==> src/rtl/core/ast_pkg.sv <==
// Shared types, codes and character helpers for the assembly source tokenizer.
// No dependencies; imported by every module of the block.
`default_nettype none

package ast_pkg;

    // Depth of the token-bundle queue between front and back (power of two)
    localparam int Q_DEPTH = 4;

    // Token slots per source byte: closed token, punct/error/final open token, end
    localparam int N_SLOTS = 3;

    // Width of the packed word prefix (first seven bytes)
    localparam int WORD_BITS = 56;
    localparam int WORD_KEEP = 7;

    // Scanner modes
    typedef enum logic [2:0] {
        S_IDLE = 3'b001,
        S_WORD = 3'b010,
        S_NUM  = 3'b100
    } t_mode;

    // Raw class of a token as seen by the scanner
    typedef enum logic [2:0] {
        CLS_WORD  = 3'd0,
        CLS_NUM   = 3'd1,
        CLS_COLON = 3'd2,
        CLS_COMMA = 3'd3,
        CLS_ERROR = 3'd4,
        CLS_END   = 3'd5
    } t_cls;

    // Token kinds on the result port
    typedef enum logic [3:0] {
        K_SECTION = 4'd0,
        K_MOV     = 4'd1,
        K_HLT     = 4'd2,
        K_REG     = 4'd3,
        K_IDENT   = 4'd4,
        K_IMM     = 4'd5,
        K_COLON   = 4'd6,
        K_COMMA   = 4'd7,
        K_END     = 4'd8,
        K_ERROR   = 4'd9
    } t_kind;

    // Width-independent part of one token slot
    typedef struct packed {
        logic                 vld;
        t_cls                 cls;
        logic                 word_long;
        logic [WORD_BITS-1:0] chars;
    } t_tok_info;

    // Special characters
    localparam logic [7:0] CH_COLON = 8'h3A;
    localparam logic [7:0] CH_COMMA = 8'h2C;
    localparam logic [7:0] CH_UNDER = 8'h5F;
    localparam logic [7:0] CH_DOT   = 8'h2E;
    localparam logic [7:0] CH_SPACE = 8'h20;

    // Keywords, packed right-aligned one byte per character
    localparam logic [WORD_BITS-1:0] W_SECTION = 56'h73_65_63_74_69_6F_6E;
    localparam logic [WORD_BITS-1:0] W_TEXT    = 56'h2E_74_65_78_74;
    localparam logic [WORD_BITS-1:0] W_DATA    = 56'h2E_64_61_74_61;
    localparam logic [WORD_BITS-1:0] W_MOV     = 56'h6D_6F_76;
    localparam logic [WORD_BITS-1:0] W_HLT     = 56'h68_6C_74;

    // 64-bit register names in encoding order
    localparam logic [WORD_BITS-1:0] REG_NAME [16] = '{
        56'h72_61_78, 56'h72_63_78, 56'h72_64_78, 56'h72_62_78,
        56'h72_73_70, 56'h72_62_70, 56'h72_73_69, 56'h72_64_69,
        56'h72_38,    56'h72_39,    56'h72_31_30, 56'h72_31_31,
        56'h72_31_32, 56'h72_31_33, 56'h72_31_34, 56'h72_31_35
    };
    localparam logic [2:0] REG_LEN [16] = '{
        3'd3, 3'd3, 3'd3, 3'd3, 3'd3, 3'd3, 3'd3, 3'd3,
        3'd2, 3'd2, 3'd3, 3'd3, 3'd3, 3'd3, 3'd3, 3'd3
    };

    function automatic logic is_alpha(input logic [7:0] c);
        return (c >= 8'h61 && c <= 8'h7A) || (c >= 8'h41 && c <= 8'h5A);
    endfunction

    function automatic logic is_digit(input logic [7:0] c);
        return c >= 8'h30 && c <= 8'h39;
    endfunction

    function automatic logic is_space(input logic [7:0] c);
        return c == CH_SPACE || (c >= 8'h09 && c <= 8'h0D);
    endfunction

endpackage

`default_nettype wire

==> src/rtl/core/ast_front.sv <==
// Front end: accepts source bytes, tracks the open token and emits a bundle
// of up to three token slots per token-yielding byte. Depends on ast_pkg.
`default_nettype none

module ast_front #(
    parameter int POSITION_BITS = 16,
    parameter int LW            = 8,
    parameter int LENGTH_MAX    = 255
) (
    input  wire logic                         i_clk,
    input  wire logic                         i_rst_n,
    input  wire logic                         i_push,
    input  wire logic                         i_full,
    input  wire logic [7:0]                   i_ch,
    input  wire logic                         i_eos,
    output logic                              o_qpush,
    output ast_pkg::t_tok_info [2:0]          o_info,
    output logic [2:0][POSITION_BITS-1:0]     o_start,
    output logic [2:0][LW-1:0]                o_len
);
    import ast_pkg::*;

    localparam logic [LW-1:0] LEN_SAT  = LW'(LENGTH_MAX);
    localparam logic [LW-1:0] LEN_KEEP = LW'(WORD_KEEP);
    localparam logic [LW-1:0] LEN_ONE  = LW'(1);

    t_mode                    r_mode,   n_mode;
    logic [POSITION_BITS-1:0] r_pos,    n_pos;
    logic [POSITION_BITS-1:0] r_start,  n_start;
    logic [LW-1:0]            r_len,    n_len;
    logic [WORD_BITS-1:0]     r_chars,  n_chars;
    logic                     r_long,   n_long;
    logic                     r_halted, n_halted;

    logic accept;
    logic alpha, digit, space, word_lead, word_ch, alnum;
    logic do_ext, close;

    assign accept = i_push && !i_full;

    // character classes
    assign alpha     = is_alpha(i_ch);
    assign digit     = is_digit(i_ch);
    assign space     = is_space(i_ch);
    assign alnum     = alpha || digit;
    assign word_lead = alpha || i_ch == CH_UNDER || i_ch == CH_DOT;
    assign word_ch   = word_lead || digit;

    assign do_ext = (r_mode == S_WORD && word_ch) || (r_mode == S_NUM && alnum);
    assign close  = (r_mode != S_IDLE) && !do_ext;

    // next state and the slots this byte produces
    always_comb begin
        n_mode   = r_mode;
        n_pos    = r_pos;
        n_start  = r_start;
        n_len    = r_len;
        n_chars  = r_chars;
        n_long   = r_long;
        n_halted = r_halted;
        o_info   = '0;
        o_start  = '0;
        o_len    = '0;

        if (!r_halted) begin
            // slot 0: open token ended by this byte
            if (close) begin
                o_info[0].vld       = 1'b1;
                o_info[0].cls       = (r_mode == S_NUM) ? CLS_NUM : CLS_WORD;
                o_info[0].word_long = r_long;
                o_info[0].chars     = r_chars;
                o_start[0]          = r_start;
                o_len[0]            = r_len;
                n_mode              = S_IDLE;
            end

            if (do_ext) begin
                if (r_mode == S_WORD) begin
                    if (r_len < LEN_KEEP && !r_long) begin
                        n_chars = {r_chars[WORD_BITS-9:0], i_ch};
                    end else begin
                        n_long = 1'b1;
                    end
                end
                if (r_len < LEN_SAT) begin
                    n_len = r_len + LEN_ONE;
                end
            end else if (space) begin
                // skipped
            end else if (word_lead || digit) begin
                n_mode  = word_lead ? S_WORD : S_NUM;
                n_start = r_pos;
                n_len   = LEN_ONE;
                n_chars = {{(WORD_BITS-8){1'b0}}, i_ch};
                n_long  = 1'b0;
            end else begin
                // slot 1: colon, comma or error
                o_info[1].vld = 1'b1;
                o_start[1]    = r_pos;
                o_len[1]      = LEN_ONE;
                if (i_ch == CH_COLON) begin
                    o_info[1].cls = CLS_COLON;
                end else if (i_ch == CH_COMMA) begin
                    o_info[1].cls = CLS_COMMA;
                end else begin
                    o_info[1].cls = CLS_ERROR;
                    n_halted      = 1'b1;
                end
            end

            n_pos = r_pos + 1'b1;

            // end of source: flush the open token, then the end marker
            if (i_eos && !n_halted) begin
                if (n_mode != S_IDLE) begin
                    o_info[1].vld       = 1'b1;
                    o_info[1].cls       = (n_mode == S_NUM) ? CLS_NUM : CLS_WORD;
                    o_info[1].word_long = n_long;
                    o_info[1].chars     = n_chars;
                    o_start[1]          = n_start;
                    o_len[1]            = n_len;
                end
                o_info[2].vld = 1'b1;
                o_info[2].cls = CLS_END;
                o_start[2]    = n_pos;
                n_mode        = S_IDLE;
                n_pos         = '0;
                n_start       = '0;
                n_len         = '0;
                n_chars       = '0;
                n_long        = 1'b0;
            end
        end
    end

    assign o_qpush = accept && (o_info[0].vld || o_info[1].vld || o_info[2].vld);

    // scanner state
    always_ff @(posedge i_clk) begin
        if (!i_rst_n) begin
            r_mode   <= S_IDLE;
            r_pos    <= '0;
            r_start  <= '0;
            r_len    <= '0;
            r_chars  <= '0;
            r_long   <= 1'b0;
            r_halted <= 1'b0;
        end else if (accept) begin
            r_mode   <= n_mode;
            r_pos    <= n_pos;
            r_start  <= n_start;
            r_len    <= n_len;
            r_chars  <= n_chars;
            r_long   <= n_long;
            r_halted <= n_halted;
        end
    end

endmodule

`default_nettype wire

==> src/rtl/core/ast_queue.sv <==
// Short FIFO of token bundles between front and back.
// Depends on ast_pkg for its depth.
`default_nettype none

module ast_queue #(
    parameter int W = 64
) (
    input  wire logic         i_clk,
    input  wire logic         i_rst_n,
    input  wire logic         i_push,
    input  wire logic [W-1:0] i_wdata,
    output logic              o_full,
    input  wire logic         i_pop,
    output logic [W-1:0]      o_rdata,
    output logic              o_empty
);
    import ast_pkg::*;

    localparam int PW = $clog2(Q_DEPTH);
    localparam int CW = $clog2(Q_DEPTH + 1);

    logic [W-1:0]  r_mem [Q_DEPTH];
    logic [PW-1:0] r_wr, r_rd;
    logic [CW-1:0] r_count;
    logic          do_push, do_pop;

    assign o_full  = r_count == CW'(Q_DEPTH);
    assign o_empty = r_count == '0;
    assign do_push = i_push && !o_full;
    assign do_pop  = i_pop && !o_empty;
    assign o_rdata = r_mem[r_rd];

    // storage
    always_ff @(posedge i_clk) begin
        if (do_push) begin
            r_mem[r_wr] <= i_wdata;
        end
    end

    // pointers and fill count
    always_ff @(posedge i_clk) begin
        if (!i_rst_n) begin
            r_wr    <= '0;
            r_rd    <= '0;
            r_count <= '0;
        end else begin
            if (do_push) begin
                r_wr <= r_wr + 1'b1;
            end
            if (do_pop) begin
                r_rd <= r_rd + 1'b1;
            end
            if (do_push && !do_pop) begin
                r_count <= r_count + 1'b1;
            end else if (do_pop && !do_push) begin
                r_count <= r_count - 1'b1;
            end
        end
    end

endmodule

`default_nettype wire

==> src/rtl/core/ast_classify.sv <==
// Keyword and register-name match of one token slot, plus kind mapping.
// Depends on ast_pkg for the name tables.
`default_nettype none

module ast_classify #(
    parameter int LW = 8
) (
    input  ast_pkg::t_tok_info i_info,
    input  wire logic [LW-1:0] i_len,
    output ast_pkg::t_kind     o_kind,
    output logic [3:0]         o_reg_index
);
    import ast_pkg::*;

    function automatic logic word_is(input t_tok_info info, input logic [LW-1:0] len,
                                     input logic [WORD_BITS-1:0] pat, input logic [2:0] n);
        return !info.word_long && len == LW'(n) && info.chars == pat;
    endfunction

    logic       is_sect, is_mov, is_hlt, is_reg;
    logic [3:0] reg_idx;

    // parallel compares against the keyword and register tables
    always_comb begin
        is_sect = word_is(i_info, i_len, W_SECTION, 3'd7)
               || word_is(i_info, i_len, W_TEXT, 3'd5)
               || word_is(i_info, i_len, W_DATA, 3'd5);
        is_mov  = word_is(i_info, i_len, W_MOV, 3'd3);
        is_hlt  = word_is(i_info, i_len, W_HLT, 3'd3);
        is_reg  = 1'b0;
        reg_idx = '0;
        for (int i = 0; i < 16; i++) begin
            if (!is_reg && word_is(i_info, i_len, REG_NAME[i], REG_LEN[i])) begin
                is_reg  = 1'b1;
                reg_idx = 4'(i);
            end
        end
    end

    // kind of the slot
    always_comb begin
        o_reg_index = '0;
        case (i_info.cls)
            CLS_WORD: begin
                if (is_sect) begin
                    o_kind = K_SECTION;
                end else if (is_mov) begin
                    o_kind = K_MOV;
                end else if (is_hlt) begin
                    o_kind = K_HLT;
                end else if (is_reg) begin
                    o_kind      = K_REG;
                    o_reg_index = reg_idx;
                end else begin
                    o_kind = K_IDENT;
                end
            end
            CLS_NUM:   o_kind = K_IMM;
            CLS_COLON: o_kind = K_COLON;
            CLS_COMMA: o_kind = K_COMMA;
            CLS_END:   o_kind = K_END;
            default:   o_kind = K_ERROR;
        endcase
    end

endmodule

`default_nettype wire

==> src/rtl/core/ast_back.sv <==
// Back end: walks the slots of the head bundle, classifies each token and
// holds it in the result register. Depends on ast_pkg and ast_classify.
`default_nettype none

module ast_back #(
    parameter int POSITION_BITS = 16,
    parameter int LW            = 8
) (
    input  wire logic                          i_clk,
    input  wire logic                          i_rst_n,
    input  wire logic                          i_qempty,
    input  ast_pkg::t_tok_info [2:0]           i_info,
    input  wire logic [2:0][POSITION_BITS-1:0] i_start,
    input  wire logic [2:0][LW-1:0]            i_len,
    output logic                               o_qpop,
    input  wire logic                          i_pop,
    output logic                               o_empty,
    output logic [3:0]                         o_kind,
    output logic [15:0]                        o_start_res,
    output logic [7:0]                         o_length,
    output logic [3:0]                         o_reg_index,
    output logic                               o_last_of_run
);
    import ast_pkg::*;

    logic [2:0]     r_done;
    logic           r_ovalid;
    logic [3:0]     r_kind;
    logic [15:0]    r_start;
    logic [7:0]     r_len;
    logic [3:0]     r_reg;
    logic           r_last;

    logic [2:0]     rem, sel_oh;
    logic [1:0]     sel;
    logic           more, load;
    t_tok_info      sel_info;
    logic [LW-1:0]  sel_len;
    logic [31:0]    start_ext;
    logic [15:0]    len_ext;
    t_kind          kind;
    logic [3:0]     reg_idx;

    // pick the oldest slot of the head bundle not yet sent
    assign rem = {i_info[2].vld, i_info[1].vld, i_info[0].vld} & ~r_done;

    always_comb begin
        if (rem[0]) begin
            sel = 2'd0;
        end else if (rem[1]) begin
            sel = 2'd1;
        end else begin
            sel = 2'd2;
        end
    end

    assign sel_oh    = 3'b001 << sel;
    assign more      = |(rem & ~sel_oh);
    assign load      = !i_qempty && (!r_ovalid || i_pop);
    assign o_qpop    = load && !more;
    assign sel_info  = i_info[sel];
    assign sel_len   = i_len[sel];
    assign start_ext = 32'(i_start[sel]);
    assign len_ext   = 16'(sel_len);

    ast_classify #(
        .LW (LW)
    ) u_classify (
        .i_info      (sel_info),
        .i_len       (sel_len),
        .o_kind      (kind),
        .o_reg_index (reg_idx)
    );

    // slot progress within the head bundle
    always_ff @(posedge i_clk) begin
        if (!i_rst_n) begin
            r_done   <= '0;
            r_ovalid <= 1'b0;
        end else begin
            if (load) begin
                r_done   <= more ? (r_done | sel_oh) : 3'b000;
                r_ovalid <= 1'b1;
            end else if (i_pop) begin
                r_ovalid <= 1'b0;
            end
        end
    end

    // result register
    always_ff @(posedge i_clk) begin
        if (load) begin
            r_kind  <= kind;
            r_start <= start_ext[15:0];
            r_len   <= len_ext[7:0];
            r_reg   <= reg_idx;
            r_last  <= !more;
        end
    end

    assign o_empty       = !r_ovalid;
    assign o_kind        = r_kind;
    assign o_start_res   = r_start;
    assign o_length      = r_len;
    assign o_reg_index   = r_reg;
    assign o_last_of_run = r_last;

endmodule

`default_nettype wire

==> src/rtl/core/assembly_source_tokenizer_top.sv <==
// Top level of the assembly source tokenizer: scanner front, bundle queue,
// classifying back end. Depends on ast_pkg, ast_front, ast_queue, ast_back.
//
//   Channel | Handshake        | Beat
//   --------+------------------+-----------------------------------------------
//   in      | push / full      | i_ch, i_end_of_source
//   out     | pop / empty      | o_kind, o_start_res, o_length, o_reg_index,
//           |                  | o_last_of_run
//
// A source byte is taken every cycle while the bundle queue has room; its
// tokens are formed in that same cycle. The back end sends one token a cycle
// while the result is popped, so a byte with two or three tokens holds the
// result side while the 4-entry queue keeps the input open. Tokens pass the
// queue and the result register. Synchronous active-low reset clears scanner
// state, queue and output valid; an error token halts scanning until reset.
`default_nettype none

module assembly_source_tokenizer_top #(
    parameter int POSITION_BITS = 16,
    parameter int LENGTH_MAX    = 255
) (
    input  wire logic        i_clk,
    input  wire logic        i_rst_n,
    input  wire logic        push,
    output logic             full,
    input  wire logic [7:0]  i_ch,
    input  wire logic        i_end_of_source,
    input  wire logic        pop,
    output logic             empty,
    output logic [3:0]       o_kind,
    output logic [15:0]      o_start_res,
    output logic [7:0]       o_length,
    output logic [3:0]       o_reg_index,
    output logic             o_last_of_run
);
    import ast_pkg::*;

    localparam int LW = $clog2(LENGTH_MAX + 1);
    localparam int QW = N_SLOTS * ($bits(t_tok_info) + POSITION_BITS + LW);

    logic                          f_push;
    t_tok_info [2:0]               f_info;
    logic [2:0][POSITION_BITS-1:0] f_start;
    logic [2:0][LW-1:0]            f_len;

    logic                          q_full, q_empty, q_pop;
    logic [QW-1:0]                 q_rdata;
    t_tok_info [2:0]               b_info;
    logic [2:0][POSITION_BITS-1:0] b_start;
    logic [2:0][LW-1:0]            b_len;

    assign full = q_full;

    ast_front #(
        .POSITION_BITS (POSITION_BITS),
        .LW            (LW),
        .LENGTH_MAX    (LENGTH_MAX)
    ) u_front (
        .i_clk   (i_clk),
        .i_rst_n (i_rst_n),
        .i_push  (push),
        .i_full  (q_full),
        .i_ch    (i_ch),
        .i_eos   (i_end_of_source),
        .o_qpush (f_push),
        .o_info  (f_info),
        .o_start (f_start),
        .o_len   (f_len)
    );

    ast_queue #(
        .W (QW)
    ) u_queue (
        .i_clk   (i_clk),
        .i_rst_n (i_rst_n),
        .i_push  (f_push),
        .i_wdata ({f_info, f_start, f_len}),
        .o_full  (q_full),
        .i_pop   (q_pop),
        .o_rdata (q_rdata),
        .o_empty (q_empty)
    );

    assign {b_info, b_start, b_len} = q_rdata;

    ast_back #(
        .POSITION_BITS (POSITION_BITS),
        .LW            (LW)
    ) u_back (
        .i_clk         (i_clk),
        .i_rst_n       (i_rst_n),
        .i_qempty      (q_empty),
        .i_info        (b_info),
        .i_start       (b_start),
        .i_len         (b_len),
        .o_qpop        (q_pop),
        .i_pop         (pop),
        .o_empty       (empty),
        .o_kind        (o_kind),
        .o_start_res   (o_start_res),
        .o_length      (o_length),
        .o_reg_index   (o_reg_index),
        .o_last_of_run (o_last_of_run)
    );

endmodule

`default_nettype wire
==> config.mk <==
export PLATFORM = sky130hd
export DESIGN_NAME = assembly_source_tokenizer_top
export DESIGN_NICKNAME = d
export VERILOG_FILES = /design/src/rtl/core/ast_pkg.sv /design/src/rtl/core/ast_front.sv /design/src/rtl/core/ast_queue.sv /design/src/rtl/core/ast_classify.sv /design/src/rtl/core/ast_back.sv /design/src/rtl/core/assembly_source_tokenizer_top.sv
export SDC_FILE = /design/constraint.sdc
export NUM_CORES = 1
export LEC_CHECK = 0
export ABC_AREA = 1
export ABC_CLOCK_PERIOD_IN_PS = 24900
export BUFFER_PORTS_ARGS = -buffer_cell sky130_fd_sc_hd__buf_2
export CAP_MARGIN = 10
export CORE_MARGIN = 3
export CORE_UTILIZATION = 65
export DETAILED_ROUTE_END_ITERATION = 8
export GPL_ROUTABILITY_DRIVEN = 0
export PLACE_DENSITY = 0.82
export SYNTH_ARGS = -nofsm -noshare
export SYNTH_HDL_FRONTEND = slang
export SYNTH_SLANG_ARGS = --single-unit
==> constraint.sdc <==
create_clock -name i_clk -period 24.9 [get_ports i_clk]
set_input_delay 4.98 -clock i_clk [delete_from_list [all_inputs] [get_ports i_clk]]
set_output_delay 4.98 -clock i_clk [all_outputs]
set_load 0.01 [all_outputs]
==> out/metrics.yaml, run 1 <==
area_growth_pct: 8.876
ff2ff_path_depth: 17
rows: 88
root_buffer: "clkbuf_16"
critPathLaunchType: "input pin"
cts.sinks: 887
clk_pin_slew_ps: 60
dp_hpwl_um: 53470
hp-class: "flip-flop to flip-flop"
place_inst: 4439
antenna_left: 0
clockBufferDepth: 3
numCtsBuffers: 85
worstMarginPinSlew_ps: 1123
drive_gt1_frac: 0.07018
hold_path_end: "u_back.r_done[2]$_SDFFE_PN0P_"
antenna_found_initial: 1
met2_usage: 0.4966
syn_area_per_cell_um2: 10.12
async_flop_share: 0
ys_ff_latch: 887
num_vias: 28750
ys_seq_area_frac: 0.6613
post_cts_resized: 0
tns_ps: 0
grt_pass1_vias: 27590
synth_ff_type: "edfxtp_1"
die-area_um2: 62270
timing.reg2reg.setup_slack_ps: 18570
synth_edf_count: 773
power.leakage_nw: 14.89
crit_arrival_ps: 11310
fin_crit_ps: 11070
hold_violations: 0
cts_tree: "done"
drt_iter0_markers: 3701
fin_cells: 4598
htree_levels: 3
slew_headroom: 0.2510
r2r-end: "u_back.o_kind[1]$_DFFE_PP_"
fin_nets: 3782
yosysWarnings: 0
nFillCells: 3864
setup_viol: 0
grt_pass1_wl_um: 149700
grt_usage: 0.3066
insertion_delay_ps: 630
worstHoldStart: "u_back.r_done[2]$_SDFFE_PN0P_"
clock_skew_ps: 28.25
drc: 0
holdBufCountCts: 0
vdd_ir_drop_max_mv: 0.1175
worst_setup_path_end_kind: "flip-flop"
n_antenna_cell: 0
port_buffers: 47
via_per_inst: 6.254
start_util: 0.6631
powerDensity_nw_per_um2: 111.8
drt_wl_total_um: 97460
dr.pass1.iters: 6
worstPathMaxFanout: 62
die_h_um: 249.5
rsz0062_at_grt: "no"
cap_violations: 0
ios: 48
syn-instance-count: 3808
grt_util_met1: 0.4140
gr-usage-met3: 0.05627
synth.distinct_cells: 48
hold_path_depth: 2
wire_per_inst_um: 21.20
slew_violations: 0
syn-num-nets: 3829
path_class: "input pin to flip-flop"
fin_crit_sh: 0.4444
postCtsSetupRepairBufs: 0
grt-ovfl-total: 0
status: "finished clean"
core_um2: 58140
syn_area_um2: 38550
die_w_um: 249.5
required_ps: 25140
top_usage_layer: "met2"
grt_max_degree: 169
fmax_mhz: 90.36
[cells in the mapped netlist (all sizes together) (4+ instances only)]
cell type | number | area [um2]
a21oi | 250 | 1255
a22oi | 22 | 165.2
a2bb2oi | 18 | 157.7
a31oi | 7 | 43.79
a32oi | 13 | 113.9
buf | 97 | 576.8
clkbuf | 126 | 473.0
dfxtp | 114 | 2282
edfxtp | 773 | 23210
ha | 7 | 87.58
inv | 238 | 893.4
nand2 | 921 | 3467
nand3 | 147 | 755.7
nand4 | 27 | 168.9
nor2 | 495 | 1881
nor3 | 89 | 450.4
nor3b | 4 | 30.03
nor4 | 11 | 81.32
o211ai | 4 | 30.03
o21ai | 338 | 1692
o22ai | 71 | 444.2
or2 | 12 | 75.07
xor2 | 9 | 78.83
[sequential cells by signal, indices dropped and copies added (netlist names), named ones only]
register,count
u_back.o_length,8
u_front.r_chars,56
u_back.o_reg_index,4
u_front.r_long,1
u_back.o_kind,4
u_queue.r_wr,2
u_front.r_start,16
u_front.r_len,8
u_back.r_ovalid,1
u_front.r_mode,3
u_front.r_halted,1
u_back.r_done,3
u_back.o_last_of_run,1
u_queue.r_rd,2
u_queue.r_mem,740
u_queue.r_count,3
u_back.o_start_res,16
u_front.r_pos,16
[worst max path at each step]
stage	startpoint	depth (start not counted)	to	slack, ps
floorplan	i_ch[6]	15	u_queue.r_mem[0][0]$_DFFE_PP_	9770
global placement	i_ch[1]	20	u_queue.r_mem[1][76]$_DFFE_PP_	13380
detailed placement	i_ch[1]	20	u_queue.r_mem[1][71]$_DFFE_PP_	13170
CTS	i_ch[1]	20	u_queue.r_mem[1][132]$_DFFE_PP_	13870
global route	i_ch[1]	20	u_queue.r_mem[1][137]$_DFFE_PP_	13480
finish	i_ch[1]	20	u_queue.r_mem[1][68]$_DFFE_PP_	13830
[power breakdown]
part	total, mW	internal [mW]	switching (mW)
registers	1.84	1.78	0.0606
clock network	1.30	0.765	0.531
logic	1.55	0.374	1.18
[area by class of cell]
| type | instances | area, um2 | share of cell area |
|---|---|---|---|
| inverters | 239 | 912.1 | 0.02173 |
| clock inverters | 25 | 329.1 | 0.007840 |
| clock buffers | 134 | 2505 | 0.05968 |
| multi-input cells | 2459 | 11190 | 0.2666 |
| flip-flops and latches | 887 | 25500 | 0.6076 |
| repair buffers | 89 | 575.6 | 0.01371 |
| well taps | 765 | 957.2 | 0.02280 |
[routing by layer]
layer | vias to the layer above | wire, um
li1 | 13040 | -
met1 | 13420 | 35900
met2 | 1989 | 46110
met3 | 306 | 11690
met4 | 2 | 3757
met5 | - | 9
[worst max-delay path, cell delays in order]
cell and delay [ps]:
buf_2 120, nor2_1 130, nand2_1 90, nor2_1 130, o22ai_1 100, nand2_1 90
o311ai_1 110, nor2_1 180, inv_2 40, buf_4 340, nand2_1 190, nand2_2 50
buf_4 350, a31oi_1 370, nand2_4 450, a31oi_1 680, inv_1 370, nor2_4 850
buf_4 740, buf_4 860
[per-stage QoR]
stage	cell area, um2	total power, mW	util	setup WS, ps	hold slack (ps)
finish	41970	4.693	0.7220	13830	456.9
global placement	39140	3.324	0.6733	13380	421.2
floorplan	38550	2.910	-	9770	412.4
CTS	41970	4.659	0.7220	13870	456.5
global route	41970	4.889	0.7220	13480	464.7
detailed placement	39140	3.364	0.6733	13170	452.4
[kinds of logic after synthesis]
logic type,share of synthesized area
compound gates,0.1037
xor+xnor,0.002272
fa+ha+maj,0.002791
buf+inv,0.05050
flops,0.6613
simple gates,0.1794
[layout by cell type (no fill, tap or decap), drive strengths merged, types with 4 or more instances in the layout]
cell type  instances
nand2            921
bufinv             7
xor2               9
nand4             27
buf               89
o21ai            338
a32oi             13
o22ai             71
dfxtp            114
clkinv            17
nor4              11
a21oi            250
a2bb2oi           18
nor2             495
clkbuf           134
nor3              89
or2               12
nor3b              4
o211ai             4
edfxtp           773
ha                 7
nand3            147
inv              239
a31oi              7
a22oi             22
Power figures use the tool's default switching activity.
==> run 2: changes to the inputs <==
--- a/config.mk
+++ b/config.mk
@@ -5,15 +5,15 @@
 export SDC_FILE = /design/constraint.sdc
 export NUM_CORES = 1
 export LEC_CHECK = 0
-export ABC_AREA = 1
-export ABC_CLOCK_PERIOD_IN_PS = 24900
+export ABC_AREA = 0
+export ABC_CLOCK_PERIOD_IN_PS = 10400
 export BUFFER_PORTS_ARGS = -buffer_cell sky130_fd_sc_hd__buf_2
 export CAP_MARGIN = 10
 export CORE_MARGIN = 3
-export CORE_UTILIZATION = 65
+export CORE_UTILIZATION = 63
 export DETAILED_ROUTE_END_ITERATION = 8
 export GPL_ROUTABILITY_DRIVEN = 0
-export PLACE_DENSITY = 0.82
+export PLACE_DENSITY = 0.8
 export SYNTH_ARGS = -nofsm -noshare
 export SYNTH_HDL_FRONTEND = slang
 export SYNTH_SLANG_ARGS = --single-unit
==> constraint.sdc (replaced) <==
create_clock -name i_clk -period 10.4 [get_ports i_clk]
set_input_delay 2.08 -clock i_clk [delete_from_list [all_inputs] [get_ports i_clk]]
set_output_delay 2.08 -clock i_clk [all_outputs]
set_load 0.01 [all_outputs]
==> run 2 against run 1 <==
Against the previous run:
- the run now ends with design-rule violations left
- largest cell class unchanged
- critical path depth decreased by 9
- total power increased by 100%
- cell count decreased by 30%
==> out/metrics.yaml, run 2 <==
status: "complete, but fails checks"
violations: "design-rule violations"
num_vias: 22090  # -23%
slew_violations: 0  # unchanged
ff2ff_path_depth: 11  # -6
vdd_ir_drop_max_mv: 0.1580  # +34%
die_w_um: 247.5  # -0.82%
die_h_um: 247.5  # -0.82%
worstMarginPinSlew_ps: 1220  # +96.46 ps
yosysWarnings: 0  # unchanged
ys_top_cells_by_area: "edfxtp_1, mux4_2, dfxtp_1"
root_buffer: "clkbuf_16"
cts_tree: "done"
path_class: "input pin to flip-flop"
place_inst: 3048  # -31%
path_buf_inv: 2  # -5
drt_iter0_markers: 2718  # -27%
tns_ps: 0  # unchanged
core_um2: 57040  # -1.9%
fin_nets: 2401  # -37%
clock_skew_ps: 21.83  # -6.417 ps
wire_per_inst_um: 26.45  # +25%
grt_pass1_vias: 22170  # -20%
rows: 87  # -1.1%
dp_hpwl_um: 48580  # -9.1%
top_register: "u_queue.r_mem"
synth_top_area_cell: "edfxtp_1"
postCtsSetupRepairBufs: 0  # unchanged
crit_arrival_ps: 7540  # -3770 ps
fin_cells: 3214  # -30%
yosysMostFrequentCell: "edfxtp_1"
cp.depth: 11  # -45%
ys_ff_latch: 887  # unchanged
synth_top_cell_area_share: 0.6318  # +0.02967
holdWs_ps: 488.3  # +31.43 ps
setup_ws_ps: 3113  # -10720 ps
syn-num-nets: 2376  # -38%
fmax_mhz: 137.2
dr.pass1.iters: 8  # +2
grt_usage: 0.2839  # -0.02274
htree_levels: 3  # unchanged
fin_crit_sh: 0.7006
grt-ovfl-total: 0  # unchanged
hp-class: "flip-flop to flip-flop"
setup_viol: 0  # unchanged
cap_violations: 0  # unchanged
via_per_inst: 6.874  # +9.9%
area_growth_pct: 10.09
ys_seq_area_frac: 0.6939  # +0.03259
p_total_mw: 9.500  # +100%
port_buffers: 47  # unchanged
hold_path_depth: 1  # -1
grt_max_degree: 117  # -31%
antenna_found_initial: 8  # +7
reg_top3: "u_queue.r_mem x740, u_front.r_chars x56"
synth_ff_type: "edfxtp_1"
required_ps: 10650  # -14490 ps
worstPathMaxFanout: 84  # +35%
die-area_um2: 61250  # -1.6%
yosys-top-cells-count: "edfxtp_1, nand2_1, mux4_2, and2_1, dfxtp_1"
layout_commonest_cell: "edfxtp_1"
rsz0062_at_grt: "no"
nFillCells: 3415  # -12%
drc: 2  # +2
antenna_left: 0  # unchanged
stdcell_area_um2: 40450  # -3.6%
clockBufferDepth: 3  # unchanged
post_cts_resized: 0  # unchanged
crit_path_max_incr_delay_ps: 980  # +120 ps
syn_area_per_cell_um2: 15.60  # +54%
clk_pin_slew_ps: 60  # about the same
numCtsBuffers: 86  # +1.2%
ios: 48  # unchanged
drt_wl_total_um: 85000  # -13%
crit_family: "simple AND/OR/NAND/NOR gates"
insertion_delay_ps: 630  # about the same
fin_crit_ps: 7287
final_util: 0.7091  # -0.01289
synth.distinct_cells: 90  # +88%
cts.sinks: 887  # unchanged
syn_area_um2: 36740  # -4.7%
synth_edf_count: 773  # unchanged
worst_setup_path_end_kind: "flip-flop"
crit_chain: "buf_2 -> nor2b_1 -> a21oi_1 -> nor4_1 -> nor2_1 -> nand3_1 -> and2_1 -> nand2b_1 -> a31oi_2 -> and2_4 -> buf_12"
drive_gt1_frac: 0.1589  # +0.08874
hold_violations: 0  # unchanged
largest_reg_flops: 740  # unchanged
final_cell_mix: "edfxtp_1, nand2_1, mux4_2, dfxtp_1, and2_1"
power.leakage_nw: 13.08  # -12%
start_util: 0.6441  # -0.01900
cpMaxStageDelayCell: "and2_4"
powerDensity_nw_per_um2: 234.9  # +110%
syn-instance-count: 2355  # -38%
grt_pass1_wl_um: 130300  # -13%
async_flop_share: 0  # unchanged
placedInstanceArea_um2: 37550  # -4.1%
slew_headroom: 0.1867  # -0.06430
holdBufCountCts: 0  # unchanged
post-place-ws_ps: 2620  # -10550 ps
critPathLaunchType: "input pin"
run 2: changes by cell type after synthesis, sizes merged, moves of 104 or more:
| cell | before | now |
|---|---|---|
| nand2 | 921 | 200 |
| inv | 238 | 14 |
| nor2 | 495 | 108 |
| nor2b | 0 | 104 |
| and2 | 0 | 116 |
| o21ai | 338 | 59 |
| a21oi | 250 | 81 |
| mux4 | 0 | 153 |
run 2: report_power, final:
| part | internal, mW | switching, mW | total, mW |
|---|---|---|---|
| sequential | 4.23 | 0.131 | 4.36 |
| clock | 1.83 | 1.30 | 3.13 |
| combinational | 0.713 | 1.30 | 2.01 |
| total | 6.77 | 2.73 | 9.50 |
run 2: final timing paths:
| check | from | end | slack (ps) |
|---|---|---|---|
| max | i_ch[5] | u_queue.r_mem[1][145]$_DFFE_PP_ | 3110 |
| min | u_back.r_done[2]$_SDFFE_PN0P_ | u_back.r_done[2]$_SDFFE_PN0P_ | 490 |
| min reg2reg | u_back.r_done[2]$_SDFFE_PN0P_ | u_back.r_done[2]$_SDFFE_PN0P_ | 490 |
| max reg2reg | flip-flop | u_back.o_kind[1]$_DFFE_PP_ | 5150 |
run 2: worst reg2reg max path, cell delays in order (launching register included):
cell       delay (ps)
dfxtp_4           710
buf_12            570
or2b_1            380
o22ai_4           590
nand4_1           220
a222oi_1          610
nand3_2           270
or4_1             660
a2111oi_2         430
o21ai_1           210
and3_1            210
a21o_1            150
run 2: per-layer routing:
layer / track usage / vias up / routed length (um)
li1: - / 9261 / -
met1: 0.3867 / 11100 / 31490
met2: 0.4470 / 1444 / 40410
met3: 0.07368 / 278 / 10180
met4: 0.1105 / 10 / 2854
met5: 0 / - / 66
run 2: area by class of cell:
cell class	instances	area, um2	area share
diodes	4	10.01	0.0002475
well taps	756	945.9	0.02339
clock buffers	113	2400	0.05933
clock inverters	49	490.5	0.01213
inverters	14	52.55	0.001299
repair buffers	78	530.5	0.01312
multi-input cells	1313	10520	0.2600
flip-flops and latches	887	25500	0.6305
run 2: kinds of logic (layout without fill, tap and decap cells):
| logic type | Yosys count | after routing | share of synthesized area |
|---|---|---|---|
| simple gates | 768 | 768 | 0.1096 |
| compound gates | 345 | 345 | 0.06395 |
| buf+inv | 155 | 254 | 0.02241 |
| mux | 169 | 169 | 0.1017 |
| fa+ha+maj | 8 | 8 | 0.002929 |
| xor+xnor | 23 | 23 | 0.005483 |
| other cells | 0 | 4 | 0 |
| flops | 887 | 887 | 0.6939 |
